[config.mk]
export PLATFORM = sky130hd
export DESIGN_NAME = fqsr_cell
export DESIGN_NICKNAME = d
export VERILOG_FILES = /design/src/hw/rtl/fqsr_pkg.sv /design/src/hw/rtl/fqsr_cell.sv
export SDC_FILE = /design/constraint.sdc
export NUM_CORES = 1
export LEC_CHECK = 0
export ABC_AREA = 1
export BUFFER_PORTS_ARGS = -buffer_cell sky130_fd_sc_hd__clkbuf_2
export CAP_MARGIN = 15
export CORE_ASPECT_RATIO = 0.6
export CORE_UTILIZATION = 49
export DETAILED_ROUTE_END_ITERATION = 10
export HOLD_SLACK_MARGIN = 0.08
export PLACE_DENSITY = 0.86
export SLEW_MARGIN = 20
export SYNTH_ARGS = -nofsm -noshare
export SYNTH_HDL_FRONTEND = slang
export SYNTH_SLANG_ARGS = --single-unit
[constraint.sdc]
create_clock -name i_clk -period 5.8 [get_ports i_clk]
set_clock_uncertainty 0.2 [all_clocks]
set_input_delay 0.29 -clock i_clk [delete_from_list [all_inputs] [get_ports i_clk]]
set_output_delay 0.29 -clock i_clk [all_outputs]
set_load 0.02 [all_outputs]
[src/hw/rtl/fqsr_pkg.sv]
// ----------------------------------------------------------------------------
// fqsr_pkg
// Types and constants shared by the FIFO queue with search and remove.
// ----------------------------------------------------------------------------
package fqsr_pkg;

    localparam int VALUE_W = 32;
    localparam int OCC_W   = 5;

    typedef enum logic [1:0] {
        MODE_PUSH   = 2'd0,
        MODE_POP    = 2'd1,
        MODE_SEARCH = 2'd2,
        MODE_REMOVE = 2'd3
    } t_mode;

    typedef logic signed [VALUE_W-1:0] t_value;

    // Broadcast from the top level to every cell for one transfer
    typedef struct packed {
        logic   en;
        t_mode  mode;
        t_value value;
    } t_cell_ctrl;

endpackage

[src/hw/rtl/fqsr_cell.sv]
// ----------------------------------------------------------------------------
// fqsr_cell
// One queue slot: holds an entry, compares it, loads on push, shifts down on
// pop, or on remove when it holds the newest match or sits above it.
// ----------------------------------------------------------------------------
module fqsr_cell import fqsr_pkg::*; (
    input  logic       i_clk,
    input  logic       i_rst_n,
    input  t_cell_ctrl i_ctrl,
    input  logic       i_prev_valid,
    input  logic       i_next_valid,
    input  t_value     i_next_data,
    input  logic       i_match_below,
    input  logic       i_match_above,
    output logic       o_valid,
    output t_value     o_data,
    output logic       o_match_below,
    output logic       o_match_above
);

    logic   r_valid;
    t_value r_data;
    logic   n_valid;
    t_value n_data;
    logic   w_match;
    logic   w_shift;

    assign w_match       = r_valid && (r_data == i_ctrl.value);
    assign o_match_below = i_match_below | w_match;
    assign o_match_above = i_match_above | w_match;

    // On remove, slots from the newest match upwards close the gap
    always_comb begin
        w_shift = 1'b0;
        n_valid = r_valid;
        n_data  = r_data;
        case (i_ctrl.mode)
            MODE_PUSH: begin
                if (!r_valid && i_prev_valid) begin
                    n_valid = 1'b1;
                    n_data  = i_ctrl.value;
                end
            end
            MODE_POP:    w_shift = 1'b1;
            MODE_SEARCH: w_shift = 1'b0;
            MODE_REMOVE: w_shift = o_match_below && !i_match_above;
            default:     w_shift = 1'b0;
        endcase
        if (w_shift) begin
            n_valid = i_next_valid;
            n_data  = i_next_data;
        end
    end

    always_ff @(posedge i_clk) begin
        if (!i_rst_n) begin
            r_valid <= 1'b0;
        end else if (i_ctrl.en) begin
            r_valid <= n_valid;
        end
        if (i_ctrl.en) begin
            r_data <= n_data;
        end
    end

    assign o_valid = r_valid;
    assign o_data  = r_data;

endmodule

After elaboration in Yosys (flattened, before gate mapping)
Index checks and enable logic that the tools add are counted.

word-level totals
  output and inout port bits = 35
  flip-flop bits (word level) = 33

cells by class
  mux-type cells = 7
  reduce and logical (&&, ||, !) cells = 9
  equal/unequal tests = 3
  bitwise gates (word level) = 2

operators by type and width
  cell                                            number
  two-way mux 32 bit                              3
  == test 32 bit                                  1
  nonzero test 2 bit                              2
  logical AND 1 bit                               3
  two-way mux 1 bit                               3
  AND reduction 3 bit                             1
  == test 2 x 1 -> 1 bit (second input constant)  1
  == test 2 bit (second input constant)           1
  logical NOT 1 bit                               2
  logical NOT 2 bit                               1
  OR 1 bit                                        2
  case mux 1 bit (2 select lines)                 1

Logic depth before layout (Yosys ltp)
Gate-level depths: netlist (run 1).

  depth after elaboration = 7
  depth in mapped cells = 16
  depth with buffers taken out = 15

Worst setup path before layout (run 1)
No wires, ideal clock.

  kind = register to register
  start point = register r_data[28], in the netlist o_data[28]
  end point = register r_data[0], in the netlist o_data[0], enable pin
  library setup time = 387 ps
  data required time = 5213 ps
  stages on the path, launching flop included = 13
  setup slack = 3010 ps
  arrival time = 2203 ps
  clock period less this slack = 2790 ps
  cells stage by stage = edfxtp_1 -> xnor2_1 -> nand2_1 -> nor2_1 -> nand2_1 -> nor2_1 -> nand3_1 -> nand2_2 -> nand3_2 -> buf_2 -> nand3_1 -> nand2_1 -> inv_1

between the ends
  cells in the longest elaborated chain, start to end = 7
  elaborated cells on any way between the ends = 8
  classes of those cells = 1 x eq/ne; 1 x mux; 1 x bitwise; 5 x reduce/logical

ends and longest elaborated chain
  item                               line             text
  start, declared                    fqsr_cell.sv:22  t_value r_data;
  start signal, assigned             fqsr_cell.sv:62  r_data <= n_data;
  == test 32 bit *                   fqsr_cell.sv:28  assign w_match = r_valid && (r_data == i_ctrl.value);
  logical AND 1 bit *                fqsr_cell.sv:28
  OR 1 bit *                         fqsr_cell.sv:29  assign o_match_below = i_match_below | w_match;
  named net o_match_below            fqsr_cell.sv:17  output logic o_match_below,
  logical AND 1 bit *                fqsr_cell.sv:46  MODE_REMOVE: w_shift = o_match_below && !i_match_above;
  case mux 1 bit (2 select lines) *  fqsr_cell.sv:37  case (i_ctrl.mode)
  nonzero test 2 bit (no line)       n/a
  AND reduction 3 bit (no line) *    n/a

Mark *: on every way through the listed nets, which the timed path passes. The rest lies on a longest branch.
A chain may end at the register's enable or synchronous reset.

Worst setup path in the final report (run 1)
  start point = register r_data[18], in the netlist o_data[18]
  end point = register r_data[12], in the netlist o_data[12], enable pin

between the ends
  cells in the longest elaborated chain, start to end = 7
  elaborated cells on any way between the ends = 8
  classes of those cells = 1 x eq/ne; 1 x mux; 1 x bitwise; 5 x reduce/logical

ends and longest elaborated chain
  item                               line
  == test 32 bit *                   fqsr_cell.sv:28
  logical AND 1 bit *                fqsr_cell.sv:28
  OR 1 bit *                         fqsr_cell.sv:29
  logical AND 1 bit *                fqsr_cell.sv:46
  case mux 1 bit (2 select lines) *  fqsr_cell.sv:37
  nonzero test 2 bit (no line)       n/a
  AND reduction 3 bit (no line) *    n/a

Mark *: on every way between the ends. The rest lies on a longest branch, timed or not.

==> out/results.txt, run 1 <==
status: completed
drt pass-1 iters: 4
Fin. Hold Viols: 0
Bufs on Longest Clock Path: 2
min-delay src: i_next_data[20]
via count: 2,090
final net count: 462
core footprint: 4144 µm²
complex-gate fraction of the synthesized area: 10.16%
Synth Area in Simple Gates: 27.98%
Yosys top cell area share: 44.86%
Site Rows: 18
I/O Buffers: 107
Max IR drop VDD: 0.0001230 V
depth of the most critical reg-to-reg path: 13
Setup Buffers After CTS: 0
Leak: 1.502 nW
Crit-path slowest cell: inv_2
Iter 0 DRT Violations: 104
Worst-Margin Slew: 0.6823 ns
CTS Hold Buffers Added: 7
share of post-route cells with drive strength above 1: 41.13%
HPWL Detailed: 3.983 mm
crit-path most repeated cell: nand2_1
Seq/Total Area, Yosys: 45.79%
DP Area: 2686 µm²
largest family of logic cells by synthesized area: simple AND/OR/NAND/NOR gates
GRT Resource Usage Total: 23.73%
pwr/cell area: 209.8 nW/µm²
cts repair resizes: 0
FF-to-FF Start: o_data[18]
Final min period: 2.698 ns
area leader, netlist: edfxtp_1
Hold WC Path Type: primary input to flip-flop
die area: 4649 µm²
count of final setup violators: 0
Crit Path Max Fanout: 32
multiplexer area fraction after synthesis: 0%
initial antenna violation count: 0
Cell Area, Synth: 2142 µm²
largest net degree at the start of global routing: 57
die width: 87.36 µm
die height: 53.22 µm
Net Count, Synth: 347
Worst-Skew Late Latency: 0.28 ns
grt total ovfl: 0
CTS H-tree lvls: 2
root buf cell: clkbuf_8
critical path type: flip-flop to flip-flop
Crit. End Element: flip-flop
XOR/XNOR Fraction of Synth Area: 3.680%
WP data required: 5.52 ns
commonest non-fill, non-tap cells in the layout: clkbuf_2 (107), nand2_1 (99), inv_1 (35)
Mean Syn Cell Area: 7.818 µm²
Routability Congestion: 0.7445
RSZ-0062 raised after global routing: no
Synth cell types: 22
hold_ws: 0.08435 ns
area growth from synthesis to layout: 32.71%
final period utilization: 46.52%
# diodes: 0
vias per cell: 4.655
CTS tree: done
Worst Setup Start Kind: flip-flop
Ports: 108
first-pass GRT wire length: 7.928 mm
Mapped Cells: 274
Detail Route Antenna Nets: 0
CP peak stage delay: 0.50 ns
hold path depth: 3
Sink Count: 33
setup tns final: 0 ns
Synth area leaders: edfxtp_1 (45%), nand2_1 (17%), o21ai_2 (7.4%)
TritonCTS Buffers: 5
worst path cell trace: inv_1 -> nand2_1 -> nand2_1 -> nand2_1 -> nor2_1 -> nand2_1 -> nor2_1 -> nand3_1 -> nand2_2 -> nand3_2 -> nand3_1 -> nand2_1 -> inv_2
R2R Setup Slk: 3.10 ns
R2R Path End: o_data[12]
initial core utilization: 51.69%
WHS Endpoint: o_data[20]
relative slew slack: 54.51%
cell area after layout: 2843 µm²
most common cell after layout, fill and taps aside: clkbuf_2
max frequency: 370.6 MHz
DR WL/cell: 11.40 µm
vias in the first global route: 1,829
Synth Register Bits: 33
Pins Over Slew Limit: 0
Routed Wire Length: 5.120 mm
worst path arrival time: 2.42 ns
Synth Area in Adders: 0%
Clock transition at path regs: 0.07 ns
DRC Markers: 0
reported max-cap violation count: 0
synthesis warning total: 0
## kinds of logic after synthesis
group | after synthesis
flops | 33
buf+inv | 59
simple gates | 143
xor+xnor | 9
compound gates | 30
## metrics by stage
stage | util, % | std cells | setup WS, ns | total power [W]
floorplan | - | 274 | 3.010 | 0.0003862
global placement | 64.82 | 434 | 2.768 | 0.0004345
detailed placement | 64.82 | 434 | 3.101 | 0.0004384
CTS | 68.36 | 448 | 3.078 | 0.0006005
global route | 68.60 | 449 | 2.806 | 0.0006286
finish | 68.60 | 449 | 3.102 | 0.0005965
## metal layers
metal | part of all wire (%) | track usage (%) | routed length (µm) | vias up
li1 | - | - | - | 1079
met5 | 0 | 0 | 0 | -
met2 | 45 | 38.93 | 2291 | 99
met3 | 8.9 | 6.552 | 455 | 7
met1 | 45 | 30.47 | 2315 | 905
met4 | 1.1 | 8.197 | 57 | 0
## where the power goes
part	switching (W)	internal (W)	leakage, nW	total (W)
clock	0.0000789	0.0000808	0.0387	0.000160
sequential	0.0000106	0.000283	0.309	0.000293
combinational	0.0000849	0.0000587	1.15	0.000144
## worst max-delay path by stage
| stage | startpoint | to | slack (ns) | cells past startpoint |
|---|---|---|---|---|
| after floorplan | o_data[28] | o_data[0] | 3.01 | 12 |
| after global placement | o_data[25] | o_data[18] | 2.77 | 11 |
| after detailed placement | o_data[18] | o_data[23] | 3.10 | 13 |
| after CTS | o_data[18] | o_data[5] | 3.08 | 13 |
| after global routing | o_data[18] | o_data[16] | 2.81 | 13 |
| final | o_data[18] | o_data[12] | 3.10 | 13 |
## sequential cells by signal (all words and copies together), names as in the netlist
| name | cells |
|---|---|
| o_valid | 1 |
| o_data | 32 |
## cells in the mapped netlist, drive strengths merged
master and count:
clkbuf 1, nand2 111, a21oi 1, nor3 1, o21ai 29, xnor2 8
nand4 1, dfxtp 1, edfxtp 32, xor2 1, or2 1, nand3 17
nor2 12, inv 51, buf 7
## critical path, delay by kind of cell (launching register included)
family	cells	cell delay, ns
AND/OR/NAND/NOR	11	1.11
buffers and inverters	2	0.58
flip-flops	1	0.41
## cell type report
type | count | area, µm²
multi-input cells | 182 | 895.9
clock buffers | 6 | 72.57
flip-flops and latches | 33 | 980.9
repair buffers | 116 | 623.1
well taps | 60 | 75.07
fillers | 386 | 1301
clock inverters | 1 | 3.754
inverters | 51 | 191.4
Power figures use the tool's default switching activity.
==> inputs of run 2 (changes only) <==
Settings changed: CORE_UTILIZATION 49 to 46, PLACE_DENSITY 0.86 to 0.82.
Clock period 5.8 ns to 2.75 ns, I/O delays scaled along.
==> out/results.txt, run 2 (synthesis gave the netlist of run 1 again) <==
status: completed
Pins Over Slew Limit: 0 (unchanged)
HPWL Detailed: 4.213 mm (+5.8%)
Sink Count: 33 (unchanged)
Iter 0 DRT Violations: 120 (+15%)
R2R Setup Slk: 0.22 ns (-2.88 ns)
reported max-cap violation count: 0 (unchanged)
I/O Buffers: 107 (unchanged)
vias per cell: 4.666 (+0.24%)
Fin. Hold Viols: 0 (unchanged)
Multi-input gate area: 908.4 µm² (+1.4%)
Site Rows: 18 (unchanged)
area growth from synthesis to layout: 64.95%
internal power: 0.0009909 W (+130%)
CTS H-tree lvls: 2 (unchanged)
Setup Buffers After CTS: 0 (unchanged)
largest net degree at the start of global routing: 20 (-65%)
met1 Use GR: 33.74% (+3.3 points)
Worst-Skew Late Latency: 0.28 ns (about the same)
Ports: 108 (unchanged)
via count: 2,403 (+15%)
Worst-Margin Slew: 0.4433 ns (-0.2390 ns)
commonest non-fill, non-tap cells in the layout: clkbuf_2 (107), nand2_1 (99), dlygate4sd3_1 (67)
GRT Resource Usage Total: 28.02% (+4.3 points)
Bufs on Longest Clock Path: 2 (unchanged)
clock power share: 27.0% (+0.2 points)
die width: 90.10 µm (+3.1%)
Crit Path Max Fanout: 19 (-41%)
P_sw: 0.0004022 W (+130%)
count of final setup violators: 0 (unchanged)
Comb power frac: 28.6% (+4.5 points)
share of post-route cells with drive strength above 1: 36.70% (-4.4 points)
Crit. End Element: flip-flop
die area: 4943 µm² (+6.3%)
relative slew slack: 70.37% (+16 points)
initial antenna violation count: 0 (unchanged)
CTS tree: done
core footprint: 4279 µm² (+3.3%)
WP data required: 2.51 ns (-3.01 ns)
layer with the highest usage: met2
Hold WC Path Type: primary input to flip-flop
first-pass GRT wire length: 10.45 mm (+32%)
# diodes: 0 (unchanged)
Final min period: 2.650 ns
Max IR drop VDD: 0.0002467 V (+100%)
Routed Wire Length: 6.697 mm (+31%)
power share of the sequential group: 44.4% (-4.8 points)
Fillers: 276 (-28%)
initial core utilization: 50.06% (-1.6 points)
Worst Setup Start Kind: primary input
Routability Congestion: 0.8897 (+20%)
max reg flops: 32 (unchanged)
final net count: 527 (+14%)
Core Util, Final: 82.57% (+14 points)
grt total ovfl: 0 (unchanged)
grt met2 use: 51.78% (+13 points)
RSZ-0062 raised after global routing: no
most common cell after layout, fill and taps aside: clkbuf_2
root buf cell: clkbuf_8
vias in the first global route: 2,360 (+29%)
TritonCTS Buffers: 5 (unchanged)
Clock transition at path regs: 0.07 ns (about the same)
die height: 54.86 µm (+3.1%)
DRC Markers: 0 (unchanged)
max frequency: 377.3 MHz
Leak: 1.789 nW (+19%)
hold_ws: 0.1638 ns (+0.07940 ns)
worst path arrival time: 2.41 ns (about the same)
final period utilization: 96.37%
Net Sw Frac: 28.87% (-0.38 points)
pwr/cell area: 394.3 nW/µm² (+88%)
met3 Resource Use GR: 6.389% (-0.16 points)
Detail Route Antenna Nets: 0 (unchanged)
setup tns final: 0 ns (unchanged)
critical path type: primary input to flip-flop
DR WL/cell: 13.00 µm (+14%)
drt pass-1 iters: 4 (unchanged)
register area: 980.9 µm² (unchanged)
[run 2: changes by cell type in the layout (fill, tap and decap cells not counted), sizes merged]
cell         delta
inv             -1
clkbuf          +2
dlygate4sd3    +59
clkinvlp        +1
clkinv          -1
buf             +6
[run 2: per-layer routing]
layer	part of all wire, %	wire [µm]
met2	48	3207
met1	44	2943
met4	0.97	65
met5	0	0
met3	7.2	482
[run 2: layout make-up]
cell class / instances / area share, %
multi-input cells: 182 / 25.71
clock buffers: 8 / 2.550
flip-flops and latches: 33 / 27.76
well taps: 60 / 2.125
repair buffers: 181 / 36.33
inverters: 51 / 5.524
[run 2: worst max-delay path: stages]
cell and delay [ns]:
dlygate4sd3_1 0.54, clkbuf_2 0.14, inv_2 0.05, nand2_1 0.05, nand2_1 0.05, inv_1 0.07
nand2_1 0.06, nor2_1 0.10, nand2_1 0.12, nor2_1 0.11, nand3_1 0.14, nand2_2 0.12
nand3_4 0.15, nand3_1 0.11, nand2_1 0.11, clkinvlp_4 0.09, buf_4 0.26
[run 2: stage by stage]
step           worst slack (ns)   power, W  cells  cell area, µm²
4_1_cts                  0.1633   0.001382    515            3521
2_1_floorplan            0.1940  0.0008152    274            2146
3_5_place_dp             0.2572  0.0009397    440            2760
5_1_grt                 0.01205   0.001459    515            3533
3_3_place_gp             0.3297  0.0009316    440            2760
6_report                0.09976   0.001393    515            3533
[run 2: timing repair]
item / 4_1_cts / 5_1_grt
gates resized for setup: 0 / 2
endpoints found under the hold margin: 33 / 0
endpoints found under the setup margin: 0 / 44
hold buffers: 67 / 0
[run 2: power by group through the flow]
stage	logic [W]	registers (W)	clock network [W]
4_1_cts	0.000386	0.000618	0.000378
3_3_place_gp	0.000305	0.000627	0
5_1_grt	0.000435	0.000621	0.000403
2_1_floorplan	0.000154	0.000661	0
6_report	0.000399	0.000619	0.000376
3_5_place_dp	0.000312	0.000628	0
[run 2: path summary, 6_finish.rpt]
path / start / end / depth (start not counted)
worst max register to register: o_data[13] / o_data[10] / 14
worst min-delay path: i_prev_valid / o_valid / 5
worst min register to register: o_valid / o_valid / 2
worst max-delay path: i_ctrl[13] / o_data[10] / 17
